===== config.mk =====
export PLATFORM = sky130hd
export DESIGN_NAME = websocket_text_frame_parser
export DESIGN_NICKNAME = d
export VERILOG_FILES = /design/src/design/wtfp_pkg.sv /design/src/design/websocket_text_frame_parser.sv
export VERILOG_INCLUDE_DIRS = /design/src /design/src/design
export SDC_FILE = /design/constraint.sdc
export NUM_CORES = 1
export LEC_CHECK = 0
export ABC_AREA = 1
export BUFFER_PORTS_ARGS = -buffer_cell sky130_fd_sc_hd__buf_2
export CAP_MARGIN = 40
export CORE_UTILIZATION = 57
export CTS_BUF_LIST = sky130_fd_sc_hd__clkbuf_4
export CTS_CLUSTER_DIAMETER = 150
export CTS_CLUSTER_SIZE = 25
export DETAILED_ROUTE_END_ITERATION = 16
export GPL_ROUTABILITY_DRIVEN = 1
export GPL_TIMING_DRIVEN = 0
export PLACE_DENSITY = 0.81
export SYNTH_ARGS = -nofsm -noshare
export SYNTH_HDL_FRONTEND = slang
export SYNTH_SLANG_ARGS = --single-unit

===== constraint.sdc =====
create_clock -name clk -period 2.2 [get_ports clk]
set_clock_uncertainty 0.15 [all_clocks]
set_input_delay 0.44 -clock clk [delete_from_list [all_inputs] [get_ports clk]]
set_output_delay 0.44 -clock clk [all_outputs]
set_load 0.01 [all_outputs]

===== src/design/websocket_text_frame_parser_macros.svh =====
// assertion macros for the websocket text frame parser
`ifndef WEBSOCKET_TEXT_FRAME_PARSER_MACROS_SVH
`define WEBSOCKET_TEXT_FRAME_PARSER_MACROS_SVH

// same-cycle implication, sampled on clk, off during reset
`define WTFP_ASSERT_IMPLY(label, ante, cons, msg) \
  label: assert property (@(posedge clk) disable iff (!rst_n) (ante) |-> (cons)) \
    else $error(msg);

// next-cycle implication, sampled on clk, off during reset
`define WTFP_ASSERT_NEXT(label, ante, cons, msg) \
  label: assert property (@(posedge clk) disable iff (!rst_n) (ante) |=> (cons)) \
    else $error(msg);

`endif


===== src/design/wtfp_pkg.sv =====
// types and constants for the websocket text frame parser
package wtfp_pkg;

  typedef enum logic [2:0] {
    PH_HDR0 = 3'd0,
    PH_HDR1 = 3'd1,
    PH_EXTH = 3'd2,
    PH_EXTL = 3'd3,
    PH_KEY  = 3'd4,
    PH_DATA = 3'd5
  } phase_t;

  typedef enum logic [1:0] {
    KIND_DATA  = 2'd0,
    KIND_EMPTY = 2'd1,
    KIND_LEN64 = 2'd2,
    KIND_OPERR = 2'd3
  } kind_t;

  localparam logic [3:0] OPCODE_TEXT = 4'h1;
  localparam logic [6:0] LEN_CODE_EXT16 = 7'd126;
  localparam logic [6:0] LEN_CODE_EXT64 = 7'd127;

endpackage


===== src/design/websocket_text_frame_parser.sv =====
// websocket text frame parser: header decode, unmasking and result register
//
//   channel | ports                                 | direction
//   --------+---------------------------------------+----------
//   in      | in_valid, in_ready, in_rx_byte        | input
//   out     | out_valid, out_ready, out_kind,       | output
//           | out_payload_byte, out_last            |
//
// one byte per cycle while the output is not stalled: each request is decoded in the cycle it is accepted
// and its result, if any, sits in the output register on the next cycle.
// in_ready is high whenever the output register is empty or being drained.
// a stalled output holds the parser state and blocks further requests.
// synchronous active-low reset returns the parser to the first header byte.
module websocket_text_frame_parser
  import wtfp_pkg::*;
(
  input  logic       clk,
  input  logic       rst_n,
  input  logic       in_valid,
  output logic       in_ready,
  input  logic [7:0] in_rx_byte,
  output logic       out_valid,
  input  logic       out_ready,
  output logic [1:0] out_kind,
  output logic [7:0] out_payload_byte,
  output logic       out_last
);

`include "websocket_text_frame_parser_macros.svh"

  phase_t      phase_r, phase_nxt;
  logic [3:0]  opcode_r, opcode_nxt;
  logic        masked_r, masked_nxt;
  logic [15:0] length_r, length_nxt;
  logic [15:0] index_r, index_nxt;
  logic [31:0] key_r, key_nxt;
  logic [1:0]  sub_r, sub_nxt;

  logic        out_valid_r, out_valid_nxt;
  kind_t       out_kind_r, out_kind_nxt;
  logic [7:0]  out_byte_r, out_byte_nxt;
  logic        out_last_r, out_last_nxt;

  logic        accept;
  logic        res_valid;
  kind_t       res_kind;
  logic [7:0]  res_byte;
  logic        res_last;
  logic [6:0]  len_code;
  logic [15:0] len_now;
  logic        hdr_done;
  logic        text_frame;

  assign in_ready = !out_valid_r || out_ready;
  assign accept   = in_valid && in_ready;
  assign len_code = in_rx_byte[6:0];
  assign text_frame = (opcode_r == OPCODE_TEXT);

  always_comb begin
    phase_nxt  = phase_r;
    opcode_nxt = opcode_r;
    masked_nxt = masked_r;
    length_nxt = length_r;
    index_nxt  = index_r;
    key_nxt    = key_r;
    sub_nxt    = sub_r;
    res_valid  = 1'b0;
    res_kind   = KIND_DATA;
    res_byte   = 8'h00;
    res_last   = 1'b0;
    len_now    = length_r;
    hdr_done   = 1'b0;

    unique case (phase_r)
      PH_HDR1: begin
        masked_nxt = in_rx_byte[7];
        key_nxt    = 32'h0;
        if (len_code == LEN_CODE_EXT64) begin
          phase_nxt = PH_HDR0;
          res_valid = 1'b1;
          res_kind  = KIND_LEN64;
          res_last  = 1'b1;
        end else if (len_code == LEN_CODE_EXT16) begin
          phase_nxt = PH_EXTH;
        end else begin
          len_now    = {9'd0, len_code};
          length_nxt = len_now;
          if (in_rx_byte[7]) begin
            sub_nxt   = 2'd0;
            phase_nxt = PH_KEY;
          end else begin
            hdr_done = 1'b1;
          end
        end
      end
      PH_EXTH: begin
        length_nxt = {in_rx_byte, 8'h00};
        phase_nxt  = PH_EXTL;
      end
      PH_EXTL: begin
        len_now    = {length_r[15:8], in_rx_byte};
        length_nxt = len_now;
        if (masked_r) begin
          sub_nxt   = 2'd0;
          phase_nxt = PH_KEY;
        end else begin
          hdr_done = 1'b1;
        end
      end
      PH_KEY: begin
        key_nxt[sub_r*8 +: 8] = in_rx_byte;
        sub_nxt = sub_r + 2'd1;
        if (sub_r == 2'd3) begin
          hdr_done = 1'b1;
        end
      end
      PH_DATA: begin
        index_nxt = index_r + 16'd1;
        res_last  = (index_nxt == length_r);
        if (res_last) begin
          phase_nxt = PH_HDR0;
        end
        if (text_frame) begin
          res_valid = 1'b1;
          res_kind  = KIND_DATA;
          res_byte  = in_rx_byte ^ key_r[index_r[1:0]*8 +: 8];
        end else if (res_last) begin
          res_valid = 1'b1;
          res_kind  = KIND_OPERR;
        end
      end
      default: begin
        opcode_nxt = in_rx_byte[3:0];
        phase_nxt  = PH_HDR1;
      end
    endcase

    // header complete: empty frames report at once, others go to payload
    if (hdr_done) begin
      if (len_now == 16'd0) begin
        phase_nxt = PH_HDR0;
        res_valid = 1'b1;
        res_kind  = text_frame ? KIND_EMPTY : KIND_OPERR;
        res_last  = 1'b1;
      end else begin
        index_nxt = 16'd0;
        phase_nxt = PH_DATA;
      end
    end
  end

  always_comb begin
    out_valid_nxt = out_valid_r;
    out_kind_nxt  = out_kind_r;
    out_byte_nxt  = out_byte_r;
    out_last_nxt  = out_last_r;
    if (accept) begin
      out_valid_nxt = res_valid;
      out_kind_nxt  = res_kind;
      out_byte_nxt  = res_byte;
      out_last_nxt  = res_last;
    end else if (out_ready) begin
      out_valid_nxt = 1'b0;
    end
  end

  always_ff @(posedge clk) begin
    if (!rst_n) begin
      phase_r     <= PH_HDR0;
      opcode_r    <= 4'h0;
      masked_r    <= 1'b0;
      length_r    <= 16'h0;
      index_r     <= 16'h0;
      key_r       <= 32'h0;
      sub_r       <= 2'd0;
      out_valid_r <= 1'b0;
    end else begin
      if (accept) begin
        phase_r  <= phase_nxt;
        opcode_r <= opcode_nxt;
        masked_r <= masked_nxt;
        length_r <= length_nxt;
        index_r  <= index_nxt;
        key_r    <= key_nxt;
        sub_r    <= sub_nxt;
      end
      out_valid_r <= out_valid_nxt;
    end
  end

  always_ff @(posedge clk) begin
    out_kind_r <= out_kind_nxt;
    out_byte_r <= out_byte_nxt;
    out_last_r <= out_last_nxt;
  end

  assign out_valid        = out_valid_r;
  assign out_kind         = out_kind_r;
  assign out_payload_byte = out_byte_r;
  assign out_last         = out_last_r;

  // error, 64-bit-length and empty results always close the frame
  `WTFP_ASSERT_IMPLY(a_nondata_last, out_valid_r && out_kind_r != KIND_DATA, out_last_r, "non-data result without last")

  // a waiting frame-end result means the parser is back at the header
  `WTFP_ASSERT_IMPLY(a_last_hdr, out_valid_r && out_last_r, phase_r == PH_HDR0, "frame end not followed by header phase")

  // key bytes are only collected for masked frames
  `WTFP_ASSERT_IMPLY(a_key_masked, phase_r == PH_KEY, masked_r, "key phase on unmasked frame")

  // a request at the last key byte leaves the key phase
  `WTFP_ASSERT_NEXT(a_key_exit, accept && phase_r == PH_KEY && sub_r == 2'd3, phase_r != PH_KEY, "key phase overran four bytes")

endmodule

==> summary.txt <==
Floorplanning
  – Rows: 34
  – Die area: 9390 um2
  – Initial core utilization: 58.9%
  – # IOs: 25
  – Die Ht: 96.9 um
  – Core area: 8720 um2
  – Die width: 96.9 um

Synth
  – Ys flop type: dfxtp_1
  – Mapped Cells: 755
  – EDFF count, synth: 11
  – Syn avg cell area: 6.80 um2
  – Post-synthesis sequential area ratio: 35.7%
  – Share of the synthesized area in the top cell type: 29.3%
  – Post-Syn Area: 5130 um2
  – Post-synth top area cell: dfxtp_1
  – Net Count, Synth: 773
  – Ranking of synthesized cells by area: dfxtp_1 (29%), nand2_1 (11%), a21oi_1 (8.0%)
  – Synth async-reset ratio: 0%
  – Netlist cell types: 46
  – Synth Register Bits: 86
  – Yosys warning total: 0

Global route
  – First-pass GRT wire length: 24.5 mm
  – GRT Overall Usage: 32.4%
  – Maximum number of pins on one net before global-route repair: 21
  – GRT Residual Overflow: 0
  – Initial antenna violation count: 0
  – Vias in the first global route: 5073

Timing
  – RSZ-0062 raised after global routing: yes
  – F_max: 0.441 GHz
  – Slew Viols, Final: 0
  – Fin. Hold Viols: 0
  – Slew headroom: 57.1%
  – Fin crit period: 2.27 ns
  – Final Cycle Share: 103%
  – Final WS setup: -0.0685 ns
  – Actual slew at the worst max-slew pin: 0.644 ns
  – Final setup viols: 6

Clocking
  – Cts hold-fix bufs: 0
  – Bufs on Longest Clock Path: 2
  – Clock Pin Slew Worst Setup and Hold Paths: 0.15 ns
  – Num CTS Buffers: 9
  – Clk sinks: 86
  – H-tree Lvls: 3
  – Root Driver: clkbuf_4
  – Worst-Skew Late Latency: 0.45 ns
  – CTS tree: yes

Drt
  – Vias: 5598
  – Initial DRC count: 697
  – Post-Route WL: 15.5 mm
  – DRT Pass-1 Iters: 6
  – DRC Markers: 0
  – WL/cell: 17.0 um
  – Via density: 6.11
  – Remaining antenna violation count after routing: 0

Worst hold path
  – Min-Delay Path Class: primary input to flip-flop
  – Hold path cells: 4

Status
  – Failing checks: setup timing
  – Status: finished, violations left

Power
  – Power Density: 667 nW/um2
  – Leak Pwr: 0.00227 uW
  – Max VDD drop: 0.000479 V

Run
  – Max cap viols: 0

Setup path
  – Crit end category: flip-flop
  – Reg2Reg Depth: 16
  – Worst Path Required: 2.43 ns
  – Startpoint Class: flip-flop
  – Worst EP arrival: 2.50 ns
  – Critical-path maximum fanout: 6
  – Critical path class: flip-flop to flip-flop

Place
  – Routability cong.: 1.01
  – Placed cells: 885
  – DP HPWL: 10.9 mm
  – Buffers on Ports: 21

Layout
  – Layout Nets: 821
  – Layout cells sized above 1: 21.2%
  – Post-route insts no fill: 916
  – Layout Utilization: 67.4%
  – Area Overhead vs Synth: 14.5%
  – N_diodes: 0
metrics by stage:
step / instance area, um2 / worst slack [ns] / setup TNS, ns / total power [uW] / hold slack [ns]
floorplan: 5130 / 0.111 / 0 / 2630 / 0.269
global placement: 5370 / -0.290 / -6.29 / 2880 / 0.280
detailed placement: 5380 / -0.335 / -8.13 / 2910 / 0.288
CTS: 5640 / -0.0492 / -0.0716 / 3760 / 0.146
global route: 5880 / -0.282 / -1.94 / 4120 / 0.157
finish: 5880 / -0.0685 / -0.283 / 3920 / 0.136
report_power, final:
| group | switching [uW] | internal [uW] | leakage [uW] | total [uW] |
|---|---|---|---|---|
| Sequential | 128 | 1750 | 0.000732 | 1880 |
| Combinational | 796 | 401 | 0.00147 | 1200 |
| Clock | 597 | 246 | 0.0000661 | 844 |
final timing paths:
check                                        startpoint                      end  slack [ns]
worst max-delay path            index_r[0]$_SDFFE_PN0P_  phase_r[0]$_SDFFE_PN0P_       -0.07
worst min-delay path                          out_ready   out_valid$_SDFFE_PN0P_        0.14
worst max register to register  index_r[0]$_SDFFE_PN0P_  phase_r[0]$_SDFFE_PN0P_       -0.07
worst min register to register   key_r[20]$_SDFFE_PN0P_   key_r[20]$_SDFFE_PN0P_        0.31
worst max-delay path, stage by stage (launching register included):
cell     delay, ns
dfxtp_4       0.40
ha_4          0.17
nand2_4       0.07
nor2_4        0.21
buf_6         0.14
nand4_1       0.10
nand2_1       0.10
nand2_1       0.05
nand2_1       0.08
nand2_2       0.07
nor2_4        0.13
nand3_2       0.07
nand2_2       0.10
nand3_4       0.11
nand2_2       0.10
nand2_1       0.05
nor2_1        0.09
cell type report:
type | instances | area [um2]
inverters | 92 | 348
clock buffers | 9 | 67.6
plain buffers | 28 | 159
clock inverters | 7 | 57.6
fillers | 726 | 2850
flip-flops and latches | 86 | 1860
repair buffers | 39 | 249
well taps | 108 | 135
multi-input cells | 547 | 3000
routing by layer:
metal	global-route usage, %	vias to the layer above	part of all wire [%]
met3	4.48	53	12
li1	-	2639	-
met1	46.2	2550	41
met5	0	-	0
met4	16.2	0	3.2
met2	47.9	356	44
sequential cells by signal, indices dropped and copies added (netlist names):
signal            count
key_r                32
index_r              16
length_r             16
out_payload_byte      8
opcode_r              4
phase_r               3
out_kind              2
sub_r                 2
masked_r              1
out_last              1
out_valid             1
Yosys cell counts, types with 2 or more instances:
cell type and number:
nor4_1 3, a21oi_1 82, xor2_1 4, buf_2 10
nand4_1 12, o211ai_1 6, nor3_1 28, or2_1 2
nand3b_1 2, dfxtp_1 75, nand3_2 3, buf_6 2
ha_1 6, or2_2 5, o21ai_2 2, a211oi_1 7
inv_1 81, buf_4 2, nand2_1 155, nand3_1 50
inv_2 10, a21oi_2 4, edfxtp_1 11, nor2_1 45
buf_1 2, nand2_2 10, nor2_4 7, clkbuf_1 14
o21ai_1 6, nor2_2 8, o21ai_0 78, a31oi_1 9
cells in the final DEF, fill, tap and decap left out, types with 3 or more instances in the layout:
cell type and instances:
nand2_1 140, a21oi_1 81, inv_1 80, o21ai_0 76, dfxtp_1 61, nand3_1 45
nor2_1 39, buf_2 30, nor3_1 27, nand2_2 24, buf_4 16, nor2_4 14
nand4_1 12, clkbuf_4 11, edfxtp_1 11, inv_2 10, clkbuf_1 10, dfxtp_2 10
a31oi_1 9, nor2_2 7, a211oi_1 7, nand3_2 6, o21ai_1 6, o211ai_1 6
buf_6 5, or2_2 5, ha_1 5, xor2_1 4, a21oi_2 4, dfxtp_4 4
nor4_1 3, o21ai_4 3, clkinv_4 3
kinds of logic after synthesis:
group	share of synthesized area [%]
AOI/OAI and AO/OA	21.8
xor gates and xnor gates	1.32
adders and majority gates	1.46
buffers and inverters	9.61
DFF	35.7
and+or+nand+nor	30.2
what timing repair did:
item	4_1_cts	5_1_grt
buffers inserted	8	9
gates resized for setup	22	58
pin swaps	12	23
endpoints found under the setup margin	46	67
(Power assumes the default switching activity.)
